File: src/rtl/bf3_queue.sv
module bf3_queue #(
  parameter int DATA_W = 8,
  parameter int DEPTH = 4,
  localparam int PW = (DEPTH > 1) ? $clog2(DEPTH) : 1,
  localparam int CW = $clog2(DEPTH + 1)
) (
  input  logic              clk,
  input  logic              rst,
  input  logic              push,
  input  logic [DATA_W-1:0] push_data,
  output logic              full,
  output logic              head_valid,
  output logic [DATA_W-1:0] head_data,
  input  logic              pop
);

  logic [DATA_W-1:0] slots [DEPTH];
  logic [PW-1:0] wr_ptr;
  logic [PW-1:0] rd_ptr;
  logic [CW-1:0] count;

  assign full = (count == CW'(DEPTH));
  assign head_valid = (count != '0);
  assign head_data = slots[rd_ptr];

  // storage
  always_ff @(posedge clk) begin
    if (push) begin
      slots[wr_ptr] <= push_data;
    end
  end

  // pointers and fill level
  always_ff @(posedge clk) begin
    if (rst) begin
      wr_ptr <= '0;
      rd_ptr <= '0;
      count <= '0;
    end else begin
      if (push) begin
        wr_ptr <= (wr_ptr == PW'(DEPTH - 1)) ? '0 : wr_ptr + PW'(1);
      end
      if (pop) begin
        rd_ptr <= (rd_ptr == PW'(DEPTH - 1)) ? '0 : rd_ptr + PW'(1);
      end
      case ({push, pop})
        2'b10: count <= count + CW'(1);
        2'b01: count <= count - CW'(1);
        default: ;
      endcase
    end
  end

endmodule

File: config.mk
export PLATFORM = sky130hd
export DESIGN_NAME = bf3_queue
export DESIGN_NICKNAME = d
export VERILOG_FILES = /design/src/rtl/bf3_queue.sv
export SDC_FILE = /design/constraint.sdc
export NUM_CORES = 1
export LEC_CHECK = 0
export BUFFER_PORTS_ARGS = -buffer_cell sky130_fd_sc_hd__buf_2
export CORE_MARGIN = 3
export CORE_UTILIZATION = 35
export DETAILED_ROUTE_END_ITERATION = 8
export MAX_ROUTING_LAYER = met4
export PLACE_DENSITY = 0.5
export SYNTH_ARGS = -nofsm -noshare
export SYNTH_HDL_FRONTEND = slang
export SYNTH_SLANG_ARGS = --single-unit
File: constraint.sdc
create_clock -name clk -period 2 [get_ports clk]
set_input_delay 0.4 -clock clk [delete_from_list [all_inputs] [get_ports clk]]
set_output_delay 0.4 -clock clk [all_outputs]
set_load 0.03 [all_outputs]
==> results.cfg <==
[outcome]
outcome = finished, final reports clean

[setup_path]
rrSetupSlack_ns = 0.55
cp.depth = 3
crit_chain = buf_6, mux4_2, buf_2
rr_worst_depth = 4
cp_top_family = multiplexers
critical_path_buf_inv_count = 2
crit_slowest_cell = mux4_2
crit_required_ns = 1.60
critPathLaunchType = flop
critPathKind = flop to primary output
slowest_delay_ns = 0.52
crit_path_max_fanout = 8
critPathCaptureType = primary output
arrival_ns = 1.49

[clock_network]
cts_buffer_depth = 2
clk-insertion-delay-late_ns = 0.29
cts_tree = built
cts_setup_buffers = 0
clk_pin_slew_ns = 0.08
clk_root_buffer_cell = clkbuf_8
numCtsBuffers = 5
h-tree-depth = 2
clock_sinks = 41

[timing]
fin_ws_ns = 0.1052
setup_viol = 0
finClkSkew_ns = 0.005666
max_freq_mhz = 527.8
fin_hold_ws_ns = 0.3292
fin_tns_setup_ns = 0
rsz0062_at_grt = no
worst_pin_slew_ns = 0.4761
maxSlewViolCount = 0
finalHoldViolCount = 0
period_needed_ns = 1.895
slew_headroom_pct = 68.26
min_period_over_period_pct = 94.74

[floorplanning]
core_um2 = 4202
die_h_um = 73.57
initial_utilization_pct = 38.03
dieArea_um2 = 5412
ios = 22
num_rows = 23
die_x_um = 73.57

[pwr]
ir_worst_vdd_v = 0.0005489
leakage_nw = 0.6824
p_per_area_nw_per_um2 = 937.3

[placement]
gp_congestion = 0.6819
dp_hpwl_mm = 1.726
pre_cts_slack_ns = 0.1274
dp.cells = 156
numPortBuffers = 21

[finish]
layout.nets = 132
antenna_cells = 0
synthToLayoutAreaGrowth_pct = 15.35
instances_no_fill = 164
fill_cells = 388
post-route-util_pct = 43.87
layout-drive-gt1-share_pct = 32.46

[route]
vias = 792
drt_wl_total_mm = 2.595
postRouteAntennaNets = 0
drt_iter0_markers = 38
post_drt_wl_per_cell_um = 15.82
route.detailed.drc = 0
dr.pass1.iters = 2
viasPerCell = 4.829

[yosys]
synth_area_leader_cell = edfxtp_1
synth.top_cell.area_share_pct = 60.14
postSynthAreaPerCell_um2 = 18.58
ys_types = 17
synth_seq_cells = 41
yosys_warnings = 0
synthTopCellsByArea = edfxtp_1 60%, dfxtp_1 11%, mux4_2 11%
syn-num-nets = 105
syn_area_um2 = 1598
netlist_instances = 86
yosysSeqAreaShare_pct = 71.42

[min_path]
worstHoldPathCells = 1
hold_class = input pin to flop

[global_routing]
grt_antenna_before_repair = 0
grt_pass1_vias = 835
grt_pass1_wl_mm = 4.091
track_usage_pct = 11.19
grt_start_max_net_pins = 13
grt-ovfl-total = 0

[job]
maxCapViolCount = 0
[synth_stat cells, drive strengths merged]
master and number:
a21oi 3, and2 4, buf 1, clkbuf 1, dfxtp 9, edfxtp 32, fa 1, ha 6
inv 4, mux2i 3, mux4 8, nor2 6, nor3b 3, o21ai 1, or3 2, xnor2 1
xor2 1
[through the flow]
stage / total power, mW / cell area [µm²]
floorplan: 1.168 / 1598
global placement: 1.237 / 1757
detailed placement: 1.240 / 1757
CTS: 1.751 / 1839
global route: 1.811 / 1843
finish: 1.728 / 1843
[timing repair]
item	in CTS	in global routing
endpoints found under the setup margin	0	2
hold buffers	0	0
gates resized for setup	0	1
[kinds of logic after synthesis]
kind of cell | after synthesis | share of synthesized area, %
adder cells (fa/ha/maj) | 7 | 5.951
AO/OA/AOI/OAI | 4 | 1.252
AND/OR/NAND/NOR | 15 | 5.168
XOR/XNOR | 2 | 1.097
flip-flops | 41 | 71.42
multiplexers | 11 | 13.16
buffers and inverters | 6 | 1.957
[per-layer routing]
| layer | vias to the layer above | wire length [µm] | share of wire [%] | track usage [%] |
|---|---|---|---|---|
| met3 | 5 | 170 | 6.6 | 4.788 |
| li1 | 378 | - | - | - |
| met4 | 0 | 46 | 1.8 | 4.225 |
| met2 | 19 | 1334 | 51 | 18.21 |
| met1 | 390 | 1044 | 40 | 12.09 |
| met5 | - | 0 | 0 | - |
[sequential cells by signal, indices dropped and copies added, names as in the netlist, named ones only]
name and flops:
rd_ptr 2, count 3, slots 32, wr_ptr 2
[worst reg2reg max path, delay by kind of cell (launching register included)]
family                     cells  cell delay (ns)
xor gates and xnor gates       1             0.14
and+or+nand+nor                1             0.31
DFF                            1             0.36
adders and majority gates      1             0.45
AOI/OAI and AO/OA              1             0.14
[power breakdown]
part | internal [mW] | switching [mW]
logic | 0.0925 | 0.136
clock network | 0.242 | 0.268
registers | 0.963 | 0.0265
total | 1.30 | 0.430
[cell usage in the layout, fill, tap and decap left out, drive strengths merged]
| master | synthesis | layout |
|---|---|---|
| fa | 1 | 1 |
| clkinv | 0 | 2 |
| or3 | 2 | 2 |
| ha | 6 | 6 |
| clkbuf | 1 | 6 |
| buf | 1 | 22 |
| nor2 | 6 | 6 |
| inv | 4 | 4 |
| and2 | 4 | 4 |
| dfxtp | 9 | 9 |
| edfxtp | 32 | 32 |
| mux2i | 3 | 3 |
| nor3b | 3 | 3 |
| o21ai | 1 | 1 |
| xnor2 | 1 | 1 |
| mux4 | 8 | 8 |
| xor2 | 1 | 1 |
| a21oi | 3 | 3 |
[final timing paths]
check                         from                     to
max reg2reg  count[0]$_SDFFE_PP0P_  count[2]$_SDFFE_PP0P_
min reg2reg  count[2]$_SDFFE_PP0P_  count[2]$_SDFFE_PP0P_
max                           flop           head_data[7]
min                   push_data[0]  slots[1][0]$_DFFE_PP_
[final cells by class]
type	count	area [µm²]	area share [%]
multi-input cells	39	425.4	23.08
clock inverters	2	10.01	0.5431
inverters	4	15.01	0.8147
repair buffers	22	116.4	6.314
clock buffers	6	72.57	3.938
flip-flops and latches	41	1141	61.91
well taps	50	62.56	3.394
Power figures use the tool's default switching activity.
