==> config.mk <==
export PLATFORM = sky130hd
export DESIGN_NAME = bf3_front
export DESIGN_NICKNAME = d
export VERILOG_FILES = /design/src/rtl/bf3_pkg.sv /design/src/rtl/bf3_front.sv
export SDC_FILE = /design/constraint.sdc
export NUM_CORES = 1
export LEC_CHECK = 0
export ABC_AREA = 1
export ABC_CLOCK_PERIOD_IN_PS = 4000
export BUFFER_PORTS_ARGS = -buffer_cell sky130_fd_sc_hd__buf_2
export CORE_ASPECT_RATIO = 2
export CORE_MARGIN = 10
export CORE_UTILIZATION = 43
export DETAILED_ROUTE_END_ITERATION = 10
export PLACE_DENSITY = 0.72
export SLEW_MARGIN = 10
export SYNTH_ARGS = -nofsm -noshare
export SYNTH_HDL_FRONTEND = slang
export SYNTH_SLANG_ARGS = --single-unit
==> constraint.sdc <==
create_clock -name clk -period 4 [get_ports clk]
set_clock_uncertainty 0.15 [all_clocks]
set_input_delay 0.8 -clock clk [delete_from_list [all_inputs] [get_ports clk]]
set_output_delay 0.8 -clock clk [all_outputs]
set_load 0.03 [all_outputs]
==> src/rtl/bf3_pkg.sv <==
package bf3_pkg;

  localparam int CHAN_W = 8;
  localparam int NUM_CHAN = 3;
  localparam int DIM_W = 9;
  localparam int COORD_W = 8;

  // configuration register indexes
  localparam int CFG_INDEX_W = 1;
  localparam logic [CFG_INDEX_W-1:0] CFG_IMAGE_WIDTH = 1'b0;
  localparam logic [CFG_INDEX_W-1:0] CFG_IMAGE_HEIGHT = 1'b1;
  localparam logic [DIM_W-1:0] IMAGE_WIDTH_RESET = 9'd160;
  localparam logic [DIM_W-1:0] IMAGE_HEIGHT_RESET = 9'd120;

  // window sum and divide by nine: floor(s / 9) == (s * 7282) >> 16 for s < 2296
  localparam int SUM_W = 12;
  localparam int MUL_W = 13;
  localparam int PROD_W = SUM_W + MUL_W;
  localparam logic [MUL_W-1:0] DIV9_MUL = 13'd7282;
  localparam int DIV9_SHIFT = 16;

  localparam int QUEUE_DEPTH = 4;

  typedef logic [NUM_CHAN-1:0][CHAN_W-1:0] pix_t;

  typedef struct packed {
    logic              start_of_frame;
    logic [CHAN_W-1:0] chan0;
    logic [CHAN_W-1:0] chan1;
    logic [CHAN_W-1:0] chan2;
  } in_word_t;

  typedef struct packed {
    logic [CHAN_W-1:0]  mean_chan0;
    logic [CHAN_W-1:0]  mean_chan1;
    logic [CHAN_W-1:0]  mean_chan2;
    logic [COORD_W-1:0] out_col;
    logic [COORD_W-1:0] out_row;
    logic               last_of_frame;
  } out_word_t;

  // classified pixel handed from the front to the back
  typedef struct packed {
    pix_t               pix;
    logic [COORD_W-1:0] out_col;
    logic [COORD_W-1:0] out_row;
    logic               emit;
    logic               last;
  } job_t;

  // one line store entry: line two above and line one above
  typedef struct packed {
    pix_t upper;
    pix_t lower;
  } line_pair_t;

endpackage

==> src/rtl/bf3_front.sv <==
module bf3_front #(
  parameter int MAX_WIDTH = 256,
  parameter int MAX_HEIGHT = 256,
  localparam int AW = $clog2(MAX_WIDTH),
  localparam int RW = $clog2(MAX_HEIGHT)
) (
  input  logic                             clk,
  input  logic                             rst,
  input  logic                             cfg_write,
  input  logic [bf3_pkg::CFG_INDEX_W-1:0]  cfg_index,
  input  logic [bf3_pkg::DIM_W-1:0]        cfg_data,
  input  logic                             pixel_valid,
  output logic                             pixel_ready,
  input  bf3_pkg::in_word_t                pixel,
  input  logic                             queue_full,
  output logic                             push,
  output bf3_pkg::job_t                    job,
  output logic [AW-1:0]                    addr
);

  localparam int CMPW = ((AW > bf3_pkg::DIM_W) ? AW : bf3_pkg::DIM_W) + 1;
  localparam int CMPH = ((RW > bf3_pkg::DIM_W) ? RW : bf3_pkg::DIM_W) + 1;

  logic [bf3_pkg::DIM_W-1:0] image_width;
  logic [bf3_pkg::DIM_W-1:0] image_height;
  logic [AW-1:0] col;
  logic [RW-1:0] row;
  logic [AW-1:0] col_next;
  logic [RW-1:0] row_next;
  logic [AW-1:0] col_cur;
  logic [RW-1:0] row_cur;
  logic [CMPW-1:0] w_raw, w_eff, c_ext, c_inc, c_dec;
  logic [CMPH-1:0] h_raw, h_eff, r_ext, r_inc, r_dec;

  // configuration registers
  always_ff @(posedge clk) begin
    if (rst) begin
      image_width <= bf3_pkg::IMAGE_WIDTH_RESET;
      image_height <= bf3_pkg::IMAGE_HEIGHT_RESET;
    end else if (cfg_write) begin
      case (cfg_index)
        bf3_pkg::CFG_IMAGE_WIDTH: image_width <= cfg_data;
        bf3_pkg::CFG_IMAGE_HEIGHT: image_height <= cfg_data;
        default: ;
      endcase
    end
  end

  // clamp frame size into the supported range
  always_comb begin
    w_raw = CMPW'(image_width);
    h_raw = CMPH'(image_height);
    if (w_raw < CMPW'(3)) w_eff = CMPW'(3);
    else if (w_raw > CMPW'(MAX_WIDTH)) w_eff = CMPW'(MAX_WIDTH);
    else w_eff = w_raw;
    if (h_raw < CMPH'(3)) h_eff = CMPH'(3);
    else if (h_raw > CMPH'(MAX_HEIGHT)) h_eff = CMPH'(MAX_HEIGHT);
    else h_eff = h_raw;
  end

  // position of the incoming pixel and its classification
  always_comb begin
    col_cur = pixel.start_of_frame ? '0 : col;
    row_cur = pixel.start_of_frame ? '0 : row;
    c_ext = CMPW'(col_cur);
    r_ext = CMPH'(row_cur);
    c_inc = c_ext + CMPW'(1);
    r_inc = r_ext + CMPH'(1);
    c_dec = c_ext - CMPW'(1);
    r_dec = r_ext - CMPH'(1);

    job.pix = {pixel.chan2, pixel.chan1, pixel.chan0};
    job.out_col = c_dec[bf3_pkg::COORD_W-1:0];
    job.out_row = r_dec[bf3_pkg::COORD_W-1:0];
    job.emit = (c_ext >= CMPW'(2)) && (r_ext >= CMPH'(2)) && (c_ext < w_eff) && (r_ext < h_eff);
    job.last = (c_inc == w_eff) && (r_inc == h_eff);
    addr = col_cur;

    if (c_inc >= w_eff) begin
      col_next = '0;
      row_next = (r_inc >= h_eff) ? '0 : r_inc[RW-1:0];
    end else begin
      col_next = c_inc[AW-1:0];
      row_next = row_cur;
    end
  end

  assign pixel_ready = !queue_full;
  assign push = pixel_valid && pixel_ready;

  // position counters
  always_ff @(posedge clk) begin
    if (rst) begin
      col <= '0;
      row <= '0;
    end else if (push) begin
      col <= col_next;
      row <= row_next;
    end
  end

endmodule

==> impl_results.md <==
* GRT overflow at 0
* Crit path DAT at approximately 2.9 ns
* Setup_tns at 0 ns
* # rows at 43
* Clock slew at reported path FFs at 0.06 ns
* # diodes at 0
* # DRC at 0
* Crit. Startpoint: pixel[24]
* Clk Tree Root Cell: clkbuf_16
* Critical Path, Cell by Cell: buf_2 -> nor2_4 -> ha_1 -> inv_1 -> nor3_4 -> xor2_1 -> inv_1 -> ha_1 -> nand2_1 -> nor2_1 -> nand3_2 -> nor3_4 -> buf_4
* CP Launch Type: input pin
* Non-Filler Instances at 591
* Hold Path Class: reg2reg
* CP peak stage delay at around 0.28 ns
* Die X at around 80 um
* Final Cell Area at approximately 3600 sq um
* Final hold violation count at 0
* Post-Syn Area at about 3100 sq um
* Worst flop-to-flop path startpoint: col[0]$_SDFFE_PP0P_
* Crit path max-delay family: simple AND/OR/NAND/NOR gates
* Period minus WS final at a little under 4 ns
* Vias in the first global route at 3010
* CTS tree: done
* DP Worst Slack at -0.00683 ns
* Final setup vio count at 0
* Syn. warnings at 0
* RSZ-0062 raised after global routing: false
* Via/cell ratio at 5.16
* Routed length per placed instance at 15.0 um
* Vias at approximately 3000
* Outcome: finished clean
* H-tree depth at 2
* Primary FF master, synth: dfxtp_1
* PD cells at between 200 and 300 nW/um^2
* Period utilisation layout at about 96%
* Most frequent cells in the layout: nand2_1, nor2_1, inv_1
* PnR worst setup slack at 0.155 ns
* Routed Antenna Nets at 0
* Slew @ Worst Pin at 0.517 ns
* #FFs+latches synth at 34
* Hold Slack at around 0.31 ns
* R2R depth at 16
* Num Clock Sinks at 34
* Initial antenna violation count at 0
* Clock latency on the worst-skew pair at 0.28 ns
* I/O pin count at a little over 90
* Leak at 1.92 nW
* Placed Area at between 3000 and 4000 sq um
* Pwr Total at approximately 1.0 mW
* Layout area overhead at 16.5%
* Synth Net Count at 544
* Core Box Area at 6990 sq um
* Estimated wirelength of the detail-placed design at 7230 um
* Share of cells above drive strength 1 at between 15 and 20%
* Die Height at 140 um
* CTS Hold Bufs at 0
* Number of cells on the critical path at 13
* Routed wire length at around 8900 um
* Critical Path RT at 3.05 ns
* Fill count at 714
* Largest net degree at the start of global routing at 20
* Number of synthesized flops with an enable pin at 0
* CP endpoint kind: output pin
* Total track usage at 15.6%
* Starting DRC count in detailed routing at 140
* CTS buffer count at 5
* Slowest CP cell: ha_1
* Final Max Slew Viols at 0
* Inst Count DP at 583
* FMAX at 260 MHz
* RePlAce Congestion at approximately 0.95
* Post-synthesis sequential area ratio at 21.9%
* Syn Inst Count at 464
* Critical path endpoint: job[0]
* Synth cell types at 33
* Slew margin rel. at 65.2%
* Reg-to-reg slack, setup at around 0.90 ns
* Max_cap viols at 0
* RR Endpoint: col[1]$_SDFFE_PP0P_
* Nets at 580
* Syn_area_per_cell at 6.69 sq um
* Commonest non-fill, non-tap cell in the layout: nand2_1
* Maximum VDD drop at roughly 0.26 mV
* WS Path Type: in2out
* First-pass GRT wire length at roughly 14000 um
* Max clock buf depth at 2
* TritonRoute pass-1 iters at 4
* Starting density of the core at 44.4%
* CP bufs+invs at 4
* Final Core Density at 51.7%
* IO buf count at 43
* Die Area at 11200 sq um
* Post-synth ARST share at 0%
* CP max FO at 6
==> power by group <==
part	internal, mW	switching (mW)
sequential	0.353	0.0121
combinational	0.0586	0.113
clock	0.358	0.153
total	0.769	0.278
==> sequential cells by signal, summed over array words and instances, names as in the netlist <==
register,count
image_height,9
image_width,9
row,8
col,8
==> layer usage <==
| metal | GRT usage [%] | routed length [um] |
|---|---|---|
| met1 | 12.8 | 3030 |
| met2 | 31.4 | 5060 |
| met5 | 0 | 0 |
| met3 | 2.12 | 338 |
| met4 | 10.6 | 452 |
==> repair_timing <==
action,4_1_cts,5_1_grt
pin swaps,0,1
cloned,0,0
endpoints found under the setup margin,1,1
gates resized for setup,2,12
buffers inserted,0,0
==> logic make-up after synthesis <==
group,after synthesis,synth area share [%]
flops,34,21.9
simple gates,225,32.7
fa+ha+maj,40,16.1
buf+inv,86,13.5
xor+xnor,18,5.08
compound gates,61,10.6
==> tightest hold or removal path, cell delays in order (launching register included) <==
cell and delay (ns):
dfxtp_1 0.31, nand2_1 0.06, a21oi_1 0.05
==> how the worst min path moves through the flow <==
stage                              startpoint                  end  slack [ns]  cells past startpoint
final                     row[5]$_SDFFE_PP0P_  row[5]$_SDFFE_PP0P_        0.31                      2
after global routing      col[2]$_SDFFE_PP0P_  col[2]$_SDFFE_PP0P_        0.34                      2
after CTS                 col[3]$_SDFFE_PP0P_  col[3]$_SDFFE_PP0P_        0.32                      2
after detailed placement  row[5]$_SDFFE_PP0P_  row[5]$_SDFFE_PP0P_        0.31                      2
after global placement    row[5]$_SDFFE_PP0P_  row[5]$_SDFFE_PP0P_        0.30                      2
after floorplan           row[5]$_SDFFE_PP0P_  row[5]$_SDFFE_PP0P_        0.29                      2
==> synth_stat cells (2+ instances only) <==
library cell	count	area (sq um)
nand2_1	115	432
inv_1	52	195
o211ai_1	2	15.0
o21a_1	2	15.0
nor3b_1	3	22.5
clkinv_1	2	7.51
nor2_4	2	22.5
nor3_2	3	30.0
a21oi_1	31	155
nor3_1	4	20.0
nor2_2	4	25.0
o21ai_0	21	105
clkbuf_1	5	18.8
nand3_1	18	90.1
nor2_1	61	229
ha_1	40	500
and2_1	2	12.5
buf_4	24	180
dfxtp_1	34	681
xnor2_1	2	17.5
xor2_1	16	140
o21bai_1	3	22.5
nand2_4	2	22.5
nand4_1	6	37.5
inv_2	2	7.51
==> cell type report <==
class	count	area (sq um)	share of cell area, %
clock buffers	5	125	3.46
clock inverters	3	68.8	1.90
inverters	56	210	5.82
multi-input cells	344	2080	57.5
flip-flops and latches	34	681	18.8
well taps	90	113	3.12
repair buffers	59	338	9.35
No activity file was read; power rests on OpenSTA's default activity.
